## config.mk

```make
export PLATFORM = sky130hd
export DESIGN_NAME = encoder_tuning_accelerator_top
export DESIGN_NICKNAME = d
export VERILOG_FILES = /design/src/rtl/eta_pkg.sv /design/src/rtl/eta_cfg.sv /design/src/rtl/eta_step.sv /design/src/rtl/eta_upd.sv /design/src/rtl/encoder_tuning_accelerator_top.sv
export SDC_FILE = /design/constraint.sdc
export NUM_CORES = 2
export LEC_CHECK = 0
export BUFFER_PORTS_ARGS = -buffer_cell sky130_fd_sc_hd__clkbuf_2
export CORE_MARGIN = 2
export CORE_UTILIZATION = 60
export DETAILED_ROUTE_END_ITERATION = 8
export PLACE_DENSITY = 0.79
export SYNTH_ARGS = -nofsm -noshare
export SYNTH_HDL_FRONTEND = slang
export SYNTH_SLANG_ARGS = --single-unit
```

## constraint.sdc

```tcl
create_clock -name clk -period 11.1 [get_ports clk]
set_input_delay 0 -clock clk [delete_from_list [all_inputs] [get_ports clk]]
set_output_delay 0 -clock clk [all_outputs]
set_load 0.005 [all_outputs]
```

## src/rtl/eta_pkg.sv

```systemverilog
// eta_pkg: shared types, widths and constants for the encoder tuning accelerator
// used by eta_cfg, eta_step, eta_upd and the top level
package eta_pkg;

  localparam int BASE_W  = 20;
  localparam int FREQ_W  = 32;
  localparam int WIN_W   = 20;
  localparam int DELTA_W = 16;
  localparam int MAG_W   = 16;
  localparam int MULT_W  = 10;
  localparam int CNT_W   = 32;
  localparam int BM_W    = BASE_W + MULT_W;
  localparam int STEP_W  = DELTA_W + BM_W + 1;
  localparam int SUM_W   = STEP_W + 1;
  localparam int DATA_W  = 32;
  localparam int ADDR_W  = 4;

  typedef enum logic [1:0] {
    REG_BASE_STEP  = 2'd0,
    REG_BAND_LOW   = 2'd1,
    REG_BAND_HIGH  = 2'd2,
    REG_REV_WINDOW = 2'd3
  } reg_idx_t;

  typedef enum logic [1:0] {
    DIR_NONE = 2'd0,
    DIR_POS  = 2'd1,
    DIR_NEG  = 2'd2
  } dir_t;

  typedef enum logic {
    ACT_POLL   = 1'b0,
    ACT_INJECT = 1'b1
  } action_t;

  localparam logic [MULT_W-1:0] MULT_X1    = 10'd1;
  localparam logic [MULT_W-1:0] MULT_X10   = 10'd10;
  localparam logic [MULT_W-1:0] MULT_X100  = 10'd100;
  localparam logic [MULT_W-1:0] MULT_X1000 = 10'd1000;
  localparam logic [MULT_W-1:0] MULT_NONE  = 10'd0;

  localparam logic [MAG_W-1:0] MAG_LIM_X1  = 16'd1;
  localparam logic [MAG_W-1:0] MAG_LIM_X10 = 16'd5;
  localparam logic [MAG_W-1:0] MAG_LIM_X100 = 16'd15;

  localparam logic [BASE_W-1:0] BASE_STEP_RST  = 20'd1;
  localparam logic [FREQ_W-1:0] BAND_LOW_RST   = 32'h0000_0000;
  localparam logic [FREQ_W-1:0] BAND_HIGH_RST  = 32'hFFFF_FFFF;
  localparam logic [WIN_W-1:0]  REV_WINDOW_RST = 20'd20000;

  typedef struct packed {
    logic [BASE_W-1:0] step_unit_hz;
    logic [FREQ_W-1:0] band_low_hz;
    logic [FREQ_W-1:0] band_high_hz;
    logic [WIN_W-1:0]  reversal_window_us;
  } cfg_t;

  typedef struct packed {
    logic                      action;
    logic signed [DELTA_W-1:0] delta;
    logic [MAG_W-1:0]          mag;
    logic [MULT_W-1:0]         mult;
    logic [FREQ_W-1:0]         present;
    logic [BM_W-1:0]           bm;
  } s2_t;

  typedef struct packed {
    logic                     action;
    logic                     delta_zero;
    logic                     delta_neg;
    logic [MAG_W-1:0]         mag;
    logic [MULT_W-1:0]        mult;
    logic [FREQ_W-1:0]        present;
    logic signed [STEP_W-1:0] step;
  } s3_t;

  function automatic logic [MULT_W-1:0] pick_mult(input logic [MAG_W-1:0] mag);
    logic [MULT_W-1:0] m;
    if (mag <= MAG_LIM_X1) begin
      m = MULT_X1;
    end else if (mag <= MAG_LIM_X10) begin
      m = MULT_X10;
    end else if (mag <= MAG_LIM_X100) begin
      m = MULT_X100;
    end else begin
      m = MULT_X1000;
    end
    return m;
  endfunction

endpackage

```

## src/rtl/eta_cfg.sv

```systemverilog
// eta_cfg: apb register bank for step size, clamp band and reversal window
// depends on eta_pkg
module eta_cfg (
  input  logic                          clk,
  input  logic                          rst_n,
  input  logic                          psel,
  input  logic                          penable,
  input  logic                          pwrite,
  input  logic [eta_pkg::ADDR_W-1:0]    paddr,
  input  logic [eta_pkg::DATA_W-1:0]    pwdata,
  output logic [eta_pkg::DATA_W-1:0]    prdata,
  output logic                          pready,
  output eta_pkg::cfg_t                 cfg
);
  import eta_pkg::*;

  cfg_t     cfg_r;
  cfg_t     cfg_nxt;
  reg_idx_t idx;
  logic     wr_en;

  assign pready = 1'b1;
  assign idx    = reg_idx_t'(paddr[ADDR_W-1:2]);
  assign wr_en  = psel && penable && pwrite && pready;
  assign cfg    = cfg_r;

  always_comb begin
    cfg_nxt = cfg_r;
    if (wr_en) begin
      unique case (idx)
        REG_BASE_STEP:  cfg_nxt.step_unit_hz       = pwdata[BASE_W-1:0];
        REG_BAND_LOW:   cfg_nxt.band_low_hz        = pwdata[FREQ_W-1:0];
        REG_BAND_HIGH:  cfg_nxt.band_high_hz       = pwdata[FREQ_W-1:0];
        REG_REV_WINDOW: cfg_nxt.reversal_window_us = pwdata[WIN_W-1:0];
        default:        cfg_nxt = cfg_r;
      endcase
    end
  end

  always_comb begin
    unique case (idx)
      REG_BASE_STEP:  prdata = DATA_W'(cfg_r.step_unit_hz);
      REG_BAND_LOW:   prdata = DATA_W'(cfg_r.band_low_hz);
      REG_BAND_HIGH:  prdata = DATA_W'(cfg_r.band_high_hz);
      REG_REV_WINDOW: prdata = DATA_W'(cfg_r.reversal_window_us);
      default:        prdata = '0;
    endcase
  end

  always_ff @(posedge clk) begin
    if (!rst_n) begin
      cfg_r.step_unit_hz       <= BASE_STEP_RST;
      cfg_r.band_low_hz        <= BAND_LOW_RST;
      cfg_r.band_high_hz       <= BAND_HIGH_RST;
      cfg_r.reversal_window_us <= REV_WINDOW_RST;
    end else begin
      cfg_r <= cfg_nxt;
    end
  end

endmodule

```

## src/rtl/eta_step.sv

```systemverilog
// eta_step: input register, multiplier selection and step product pipeline
// depends on eta_pkg; feeds eta_upd
module eta_step #(
  parameter int TIME_BITS = 48
) (
  input  logic                               clk,
  input  logic                               rst_n,
  input  logic                               in_valid,
  output logic                               in_ready,
  input  logic                               in_action,
  input  logic signed [eta_pkg::DELTA_W-1:0] in_count_delta,
  input  logic [TIME_BITS-1:0]               in_time_us,
  input  logic [eta_pkg::FREQ_W-1:0]         in_present_freq_hz,
  input  logic [eta_pkg::BASE_W-1:0]         step_unit_hz,
  output logic                               s3_valid,
  input  logic                               s3_ready,
  output eta_pkg::s3_t                       s3,
  output logic [TIME_BITS-1:0]               s3_time
);
  import eta_pkg::*;

  logic                      v1_r;
  logic                      act1_r;
  logic signed [DELTA_W-1:0] dlt1_r;
  logic [TIME_BITS-1:0]      time1_r;
  logic [FREQ_W-1:0]         pres1_r;

  logic                 v2_r;
  s2_t                  s2_r;
  s2_t                  s2_nxt;
  logic [TIME_BITS-1:0] time2_r;

  logic                 v3_r;
  s3_t                  s3_r;
  s3_t                  s3_nxt;
  logic [TIME_BITS-1:0] time3_r;

  logic             rdy1;
  logic             rdy2;
  logic             rdy3;
  logic [MAG_W-1:0] mag1;
  logic [MULT_W-1:0] mult1;

  assign rdy3     = !v3_r || s3_ready;
  assign rdy2     = !v2_r || rdy3;
  assign rdy1     = !v1_r || rdy2;
  assign in_ready = rdy1;

  assign mag1  = dlt1_r[DELTA_W-1] ? (MAG_W'(~dlt1_r) + MAG_W'(1)) : MAG_W'(dlt1_r);
  assign mult1 = pick_mult(mag1);

  always_comb begin
    s2_nxt.action  = act1_r;
    s2_nxt.delta   = dlt1_r;
    s2_nxt.mag     = mag1;
    s2_nxt.mult    = mult1;
    s2_nxt.present = pres1_r;
    s2_nxt.bm      = BM_W'(step_unit_hz) * BM_W'(mult1);
  end

  always_comb begin
    s3_nxt.action     = s2_r.action;
    s3_nxt.delta_zero = (s2_r.delta == '0);
    s3_nxt.delta_neg  = s2_r.delta[DELTA_W-1];
    s3_nxt.mag        = s2_r.mag;
    s3_nxt.mult       = s2_r.mult;
    s3_nxt.present    = s2_r.present;
    s3_nxt.step       = STEP_W'($signed(s2_r.delta)) * STEP_W'($signed({1'b0, s2_r.bm}));
  end

  always_ff @(posedge clk) begin
    if (!rst_n) begin
      v1_r <= 1'b0;
      v2_r <= 1'b0;
      v3_r <= 1'b0;
    end else begin
      if (rdy1) begin
        v1_r <= in_valid;
      end
      if (rdy2) begin
        v2_r <= v1_r;
      end
      if (rdy3) begin
        v3_r <= v2_r;
      end
    end
  end

  always_ff @(posedge clk) begin
    if (rdy1) begin
      act1_r  <= in_action;
      dlt1_r  <= in_count_delta;
      time1_r <= in_time_us;
      pres1_r <= in_present_freq_hz;
    end
    if (rdy2) begin
      s2_r    <= s2_nxt;
      time2_r <= time1_r;
    end
    if (rdy3) begin
      s3_r    <= s3_nxt;
      time3_r <= time2_r;
    end
  end

  assign s3_valid = v3_r;
  assign s3       = s3_r;
  assign s3_time  = time3_r;

endmodule

```

## src/rtl/eta_upd.sv

```systemverilog
// eta_upd: debounce decision, band clamp, poll statistics and result register
// depends on eta_pkg; fed by eta_step
module eta_upd #(
  parameter int TIME_BITS = 48
) (
  input  logic                         clk,
  input  logic                         rst_n,
  input  eta_pkg::cfg_t                cfg,
  input  logic                         s3_valid,
  output logic                         s3_ready,
  input  eta_pkg::s3_t                 s3,
  input  logic [TIME_BITS-1:0]         s3_time,
  output logic                         out_valid,
  input  logic                         out_ready,
  output logic [eta_pkg::FREQ_W-1:0]   out_next_freq_hz,
  output logic                         out_freq_changed,
  output logic                         out_was_suppressed,
  output logic [eta_pkg::MULT_W-1:0]   out_applied_multiplier,
  output logic [eta_pkg::CNT_W-1:0]    out_poll_total,
  output logic [eta_pkg::CNT_W-1:0]    out_abs_ticks_total,
  output logic [eta_pkg::MAG_W-1:0]    out_recent_abs_delta,
  output logic [eta_pkg::MULT_W-1:0]   out_recent_multiplier
);
  import eta_pkg::*;

  dir_t                 prev_dir_r;
  dir_t                 prev_dir_nxt;
  logic [TIME_BITS-1:0] prev_time_r;
  logic [TIME_BITS-1:0] prev_time_nxt;
  logic [CNT_W-1:0]     poll_cnt_r;
  logic [CNT_W-1:0]     poll_cnt_nxt;
  logic [CNT_W-1:0]     abs_sum_r;
  logic [CNT_W-1:0]     abs_sum_nxt;
  logic [MAG_W-1:0]     last_mag_r;
  logic [MAG_W-1:0]     last_mag_nxt;
  logic [MULT_W-1:0]    last_mult_r;
  logic [MULT_W-1:0]    last_mult_nxt;

  logic              out_valid_r;
  logic [FREQ_W-1:0] next_freq_r;
  logic [FREQ_W-1:0] next_freq_nxt;
  logic              changed_r;
  logic              supp_r;
  logic              supp_nxt;
  logic [MULT_W-1:0] mult_r;
  logic [MULT_W-1:0] mult_nxt;

  logic                    fire;
  logic                    polled;
  logic                    apply;
  dir_t                    dir;
  logic [TIME_BITS-1:0]    elapsed;
  logic signed [SUM_W-1:0] sum;
  logic signed [SUM_W-1:0] lo_s;
  logic signed [SUM_W-1:0] hi_s;
  logic signed [SUM_W-1:0] floor_v;
  logic signed [SUM_W-1:0] clamp_v;

  assign s3_ready = !out_valid_r || out_ready;
  assign fire     = s3_valid && s3_ready;
  assign polled   = (s3.action == ACT_POLL);
  assign dir      = s3.delta_neg ? DIR_NEG : DIR_POS;
  assign elapsed  = s3_time - prev_time_r;

  assign sum     = $signed({{(SUM_W-FREQ_W){1'b0}}, s3.present}) + SUM_W'(s3.step);
  assign lo_s    = $signed({{(SUM_W-FREQ_W){1'b0}}, cfg.band_low_hz});
  assign hi_s    = $signed({{(SUM_W-FREQ_W){1'b0}}, cfg.band_high_hz});
  assign floor_v = (sum < lo_s) ? lo_s : sum;
  assign clamp_v = (floor_v > hi_s) ? hi_s : floor_v;

  always_comb begin
    supp_nxt = polled && !s3.delta_zero && (prev_dir_r != DIR_NONE) && (dir != prev_dir_r)
               && (elapsed < TIME_BITS'(cfg.reversal_window_us));
    apply         = !s3.delta_zero && !supp_nxt;
    next_freq_nxt = apply ? clamp_v[FREQ_W-1:0] : s3.present;
    mult_nxt      = apply ? s3.mult : MULT_NONE;

    prev_dir_nxt  = prev_dir_r;
    prev_time_nxt = prev_time_r;
    poll_cnt_nxt  = poll_cnt_r;
    abs_sum_nxt   = abs_sum_r;
    last_mag_nxt  = last_mag_r;
    last_mult_nxt = last_mult_r;
    if (polled) begin
      poll_cnt_nxt = poll_cnt_r + CNT_W'(1);
      abs_sum_nxt  = abs_sum_r + CNT_W'(s3.mag);
      last_mag_nxt = s3.mag;
      if (apply) begin
        prev_dir_nxt  = dir;
        prev_time_nxt = s3_time;
        last_mult_nxt = s3.mult;
      end
    end
  end

  always_ff @(posedge clk) begin
    if (!rst_n) begin
      prev_dir_r  <= DIR_NONE;
      prev_time_r <= '0;
      poll_cnt_r  <= '0;
      abs_sum_r   <= '0;
      last_mag_r  <= '0;
      last_mult_r <= '0;
      out_valid_r <= 1'b0;
    end else begin
      if (fire) begin
        prev_dir_r  <= prev_dir_nxt;
        prev_time_r <= prev_time_nxt;
        poll_cnt_r  <= poll_cnt_nxt;
        abs_sum_r   <= abs_sum_nxt;
        last_mag_r  <= last_mag_nxt;
        last_mult_r <= last_mult_nxt;
      end
      if (s3_ready) begin
        out_valid_r <= s3_valid;
      end
    end
  end

  always_ff @(posedge clk) begin
    if (fire) begin
      next_freq_r <= next_freq_nxt;
      changed_r   <= (next_freq_nxt != s3.present);
      supp_r      <= supp_nxt;
      mult_r      <= mult_nxt;
    end
  end

  assign out_valid              = out_valid_r;
  assign out_next_freq_hz       = next_freq_r;
  assign out_freq_changed       = changed_r;
  assign out_was_suppressed     = supp_r;
  assign out_applied_multiplier = mult_r;
  assign out_poll_total         = poll_cnt_r;
  assign out_abs_ticks_total    = abs_sum_r;
  assign out_recent_abs_delta   = last_mag_r;
  assign out_recent_multiplier  = last_mult_r;

endmodule

```

## src/rtl/encoder_tuning_accelerator_top.sv

```systemverilog
// encoder tuning accelerator top: eta_cfg, eta_step and eta_upd, uses eta_pkg
// pipeline: a result passes the input register, the base-times-multiplier register,
//   the step product register, then the result register
// throughput: one item per cycle unless out_ready stalls; debounce and stats unpipelined
// reset: synchronous active-low rst_n clears the pipeline, history and counters and
//   loads the register defaults; items are taken right after reset
module encoder_tuning_accelerator_top #(
  parameter int TIME_BITS = 48
) (
  input  logic                               clk,
  input  logic                               rst_n,
  input  logic                               psel,
  input  logic                               penable,
  input  logic                               pwrite,
  input  logic [eta_pkg::ADDR_W-1:0]         paddr,
  input  logic [eta_pkg::DATA_W-1:0]         pwdata,
  output logic [eta_pkg::DATA_W-1:0]         prdata,
  output logic                               pready,
  input  logic                               in_valid,
  output logic                               in_ready,
  input  logic                               in_action,
  input  logic signed [eta_pkg::DELTA_W-1:0] in_count_delta,
  input  logic [TIME_BITS-1:0]               in_time_us,
  input  logic [eta_pkg::FREQ_W-1:0]         in_present_freq_hz,
  output logic                               out_valid,
  input  logic                               out_ready,
  output logic [eta_pkg::FREQ_W-1:0]         out_next_freq_hz,
  output logic                               out_freq_changed,
  output logic                               out_was_suppressed,
  output logic [eta_pkg::MULT_W-1:0]         out_applied_multiplier,
  output logic [eta_pkg::CNT_W-1:0]          out_poll_total,
  output logic [eta_pkg::CNT_W-1:0]          out_abs_ticks_total,
  output logic [eta_pkg::MAG_W-1:0]          out_recent_abs_delta,
  output logic [eta_pkg::MULT_W-1:0]         out_recent_multiplier
);
  import eta_pkg::*;

  cfg_t                 cfg;
  logic                 s3_valid;
  logic                 s3_ready;
  s3_t                  s3;
  logic [TIME_BITS-1:0] s3_time;

  eta_cfg u_cfg (
    .clk     (clk),
    .rst_n   (rst_n),
    .psel    (psel),
    .penable (penable),
    .pwrite  (pwrite),
    .paddr   (paddr),
    .pwdata  (pwdata),
    .prdata  (prdata),
    .pready  (pready),
    .cfg     (cfg)
  );

  eta_step #(
    .TIME_BITS (TIME_BITS)
  ) u_step (
    .clk                (clk),
    .rst_n              (rst_n),
    .in_valid           (in_valid),
    .in_ready           (in_ready),
    .in_action          (in_action),
    .in_count_delta     (in_count_delta),
    .in_time_us         (in_time_us),
    .in_present_freq_hz (in_present_freq_hz),
    .step_unit_hz       (cfg.step_unit_hz),
    .s3_valid           (s3_valid),
    .s3_ready           (s3_ready),
    .s3                 (s3),
    .s3_time            (s3_time)
  );

  eta_upd #(
    .TIME_BITS (TIME_BITS)
  ) u_upd (
    .clk                    (clk),
    .rst_n                  (rst_n),
    .cfg                    (cfg),
    .s3_valid               (s3_valid),
    .s3_ready               (s3_ready),
    .s3                     (s3),
    .s3_time                (s3_time),
    .out_valid              (out_valid),
    .out_ready              (out_ready),
    .out_next_freq_hz       (out_next_freq_hz),
    .out_freq_changed       (out_freq_changed),
    .out_was_suppressed     (out_was_suppressed),
    .out_applied_multiplier (out_applied_multiplier),
    .out_poll_total         (out_poll_total),
    .out_abs_ticks_total    (out_abs_ticks_total),
    .out_recent_abs_delta   (out_recent_abs_delta),
    .out_recent_multiplier  (out_recent_multiplier)
  );

`ifndef SYNTHESIS
  a_supp_no_step: assert property (@(posedge clk) disable iff (!rst_n)
    out_valid && out_was_suppressed |-> !out_freq_changed && out_applied_multiplier == MULT_NONE)
    else $error("suppressed reversal applied a step");

  a_no_mult_no_change: assert property (@(posedge clk) disable iff (!rst_n)
    out_valid && out_applied_multiplier == MULT_NONE |-> !out_freq_changed)
    else $error("frequency changed without a step");

  a_mult_legal: assert property (@(posedge clk) disable iff (!rst_n)
    out_valid |-> out_applied_multiplier == MULT_NONE || out_applied_multiplier == MULT_X1 ||
      out_applied_multiplier == MULT_X10 || out_applied_multiplier == MULT_X100 ||
      out_applied_multiplier == MULT_X1000)
    else $error("illegal multiplier");

  a_in_band: assert property (@(posedge clk) disable iff (!rst_n)
    out_valid && out_applied_multiplier != MULT_NONE && cfg.band_low_hz <= cfg.band_high_hz
    |-> out_next_freq_hz >= cfg.band_low_hz && out_next_freq_hz <= cfg.band_high_hz)
    else $error("stepped frequency outside band");
`endif

endmodule
```

==> flow_summary.yaml <==
synth:
  synth_top_area_frac: 0.240
  synth_flop_cell: "edfxtp_1"
  yosys-top-cells-count: "854 x nand2_1, 768 x inv_1, 515 x fa_1"
  synth_most_common_cell: "nand2_1"
  synth_top_family_by_area: "adder cells"
  yosys_warnings: 0
  yosysTopAreaCell: "edfxtp_1"
  synthDistinctLibCells: 85
  syn_avg_cell_area_um2: 9.79
  synth_mux_area_frac: 0.0321
  synthXorXnorAreaFrac: 0.0280
  synth-compound-area-share: 0.107
  ys_ff_latch: 681
  synthAdderAreaFrac: 0.283
  seq_area_frac_synth: 0.329
  syn_inst: 5588
  synth_area_leaders: "edfxtp_1 24%, fa_1 19%, ha_1 9.5%, dfxtp_1 8.9%, nand2_1 5.9%"
  synth_area_um2: 54700
  ys_async_sr_fraction: 0
  synth_edf_count: 437
  yosys.area_share.simple: 0.149
setup_path:
  reg2reg_setup_slack_ps: 1630
  endpoint_kind: "flip-flop"
  reg2reg_to: "u_upd.out_freq_changed"
  slowest_delay_ps: 660
  crit_slowest_cell: "nor4_1"
  cp_data_required_time_ps: 11460
  critPathMaxFanout: 43
  worstSetupStartpointType: "flip-flop"
  worst_ep_arrival_time_ps: 9830
  crit_type: "flip-flop to flip-flop"
  critPathMostFrequentCell: "ha_1"
  ff2ff_path_depth: 30
  r2r-start: "u_step.s3[47]"
flow_run:
  drv_cap: 0
drt:
  wl_per_cell_um: 21.7
  drt_iter0_drc: 4581
  drt-pass1-iter-count: 6
  route.detailed.drc: 0
  routed_via_density: 5.95
  dr_wl_met3_um: 17300
  via_count: 42600
  met2RoutedLength_um: 71400
  drt_wl_total_um: 156000
  highest-signal-layer: "met5"
  final_antenna_net_count: 0
  wl_met1_um: 60000
timing:
  period_needed_ps: 9470
  hold_slack_ps: 34.4
  fin_tns_setup_ps: 0
  rsz0062_at_grt: "false"
  fin_ws_ps: 1630
  finalHoldViolCount: 0
  relSlewSlack: 0.241
  report.final.setup_viol: 0
  fin_skew_ps: 38.3
  worstMarginPinSlew_ps: 1140
  period_share: 0.853
  fmax_ghz: 0.106
  slew_violations: 0
clocking:
  cts_resized: 0
  postCtsHoldBufs: 132
  clock_path_buffers: 3
  htreeDepth: 3
  cts-root-buf: "clkbuf_16"
  cts_num_sinks: 681
  clock_latency_ps: 680
  cts_tree: "yes"
  path_clk_slew_ps: 60
  postCtsSetupBuffers: 0
  cts_buffers: 75
global_route:
  grt_pass1_wl_um: 240000
  antenna_found_initial: 15
  grt_max_degree: 100
  grtUsageTotal: 0.334
  grt_overflow: 0
  grt_pass1_vias: 42600
worst_hold_path:
  hp-start: "in_present_freq_hz[2]"
  hold_path_end: "u_step.pres1_r[2]"
  hold_path.class: "input port to flip-flop"
  hold_depth: 2
floorplan:
  pin_count: 309
  fp-row-count: 110
  start_util: 0.607
  fp.dieArea_um2: 93600
  coreArea_um2: 90100
  die_width_um: 306
  die_y_um: 306
placed_design:
  pre_cts_ws_ps: 1820
  place_congestion: 0.987
  hpwl_um: 116000
  port_buffers: 303
power:
  ir_worst_vdd_v: 0.000347
  total_power_uw: 12000
  p_per_area_nw_per_um2: 197
  power_leakage_uw: 0.0271
run_status:
  status: "completed"
final_layout:
  nets: 6988
  area_growth_pct: 11.6
  final_core_util: 0.677
  layout-drive-gt1-share: 0.0948
==> registers in the layout, indices dropped and copies added, names as in the netlist, 16 cells and up <==
name and count:
u_upd.out_next_freq_hz 32, u_upd.out_recent_abs_delta 16, u_step.time1_r 48, u_step.s3_time 48, u_step.dlt1_r 16, u_upd.out_abs_ticks_total 32, u_upd.prev_time_r 48, u_step.s3 104
u_cfg.cfg 104, u_step.pres1_r 32, u_step.time2_r 48, u_step.s2_r 100, u_upd.out_poll_total 32
==> kinds of logic (layout without fill, tap and decap cells) <==
group | Yosys count | in the layout
xor+xnor | 175 | 175
mux | 147 | 147
fa+ha+maj | 930 | 930
simple gates | 1730 | 1730
buf+inv | 1010 | 1402
compound gates | 913 | 913
flops | 681 | 681
other cells | 2 | 11
==> power breakdown <==
part / leakage, uW / total (uW) / switching (uW) / internal [uW]
Sequential: 0.00657 / 3280 / 205 / 3080
Combinational: 0.0193 / 6170 / 3640 / 2530
Clock: 0.00122 / 2560 / 1100 / 1450
==> per-layer routing <==
metal	up-vias	track usage
li1	19400	-
met1	20700	0.434
met2	2142	0.534
met3	430	0.0824
met4	4	0.141
met5	-	0
==> how the worst max path moves through the flow <==
stage | start | to | depth (start not counted)
6_report | u_step.s3[47] | u_upd.out_freq_changed | 30
5_1_grt | u_step.dlt1_r[4] | u_step.s2_r[28] | 29
4_1_cts | u_step.s3[47] | u_upd.out_freq_changed | 35
3_5_place_dp | u_step.s3[47] | u_upd.out_freq_changed | 29
3_3_place_gp | u_step.s3[47] | u_upd.out_freq_changed | 29
2_1_floorplan | u_step.dlt1_r[4] | u_step.s2_r[28] | 31
==> per-stage QoR <==
step / instance area, um^2 / cells
finish: 61000 / 7165
global route: 61000 / 7162
CTS: 61000 / 7157
detailed placement: 57200 / 6885
global placement: 57200 / 6885
floorplan: 54700 / 5589
==> worst max-delay path, delay by kind of cell, from the launching register on <==
kind            cells  cell delay (ps)
fa+ha+maj           5             1670
buf+inv             2              750
mux                 1              410
compound gates     15             3810
flops               1              450
simple gates        6             1850
xor+xnor            1              200
==> placed cells by master (no fill, tap or decap), types with 63 or more instances in the layout <==
cell           instances
xnor2_1              112
clkbuf_16             76
dlygate4sd3_1        132
ha_1                 415
and2_1               234
clkbuf_2             302
inv_1                767
dfxtp_1              244
edfxtp_1             437
fa_1                 515
a21o_1                98
a21oi_1              295
nand2b_1              71
nor2_1               184
o211ai_1              66
nand3_1               82
o21ai_0              170
xor2_1                63
nand2_1              852
mux2i_1              100
==> final cells by class <==
class	instances	area, um^2
Multi-Input combinational cell	3898	32800
Fill cell	6752	29100
Sequential cell	681	18000
Timing Repair Buffer	493	3280
Inverter	769	2890
Clock buffer	94	2050
Tap cell	1176	1470
Clock inverter	46	490
Antenna cell	8	20.0
Note: power is estimated with default switching activity, not from simulation.
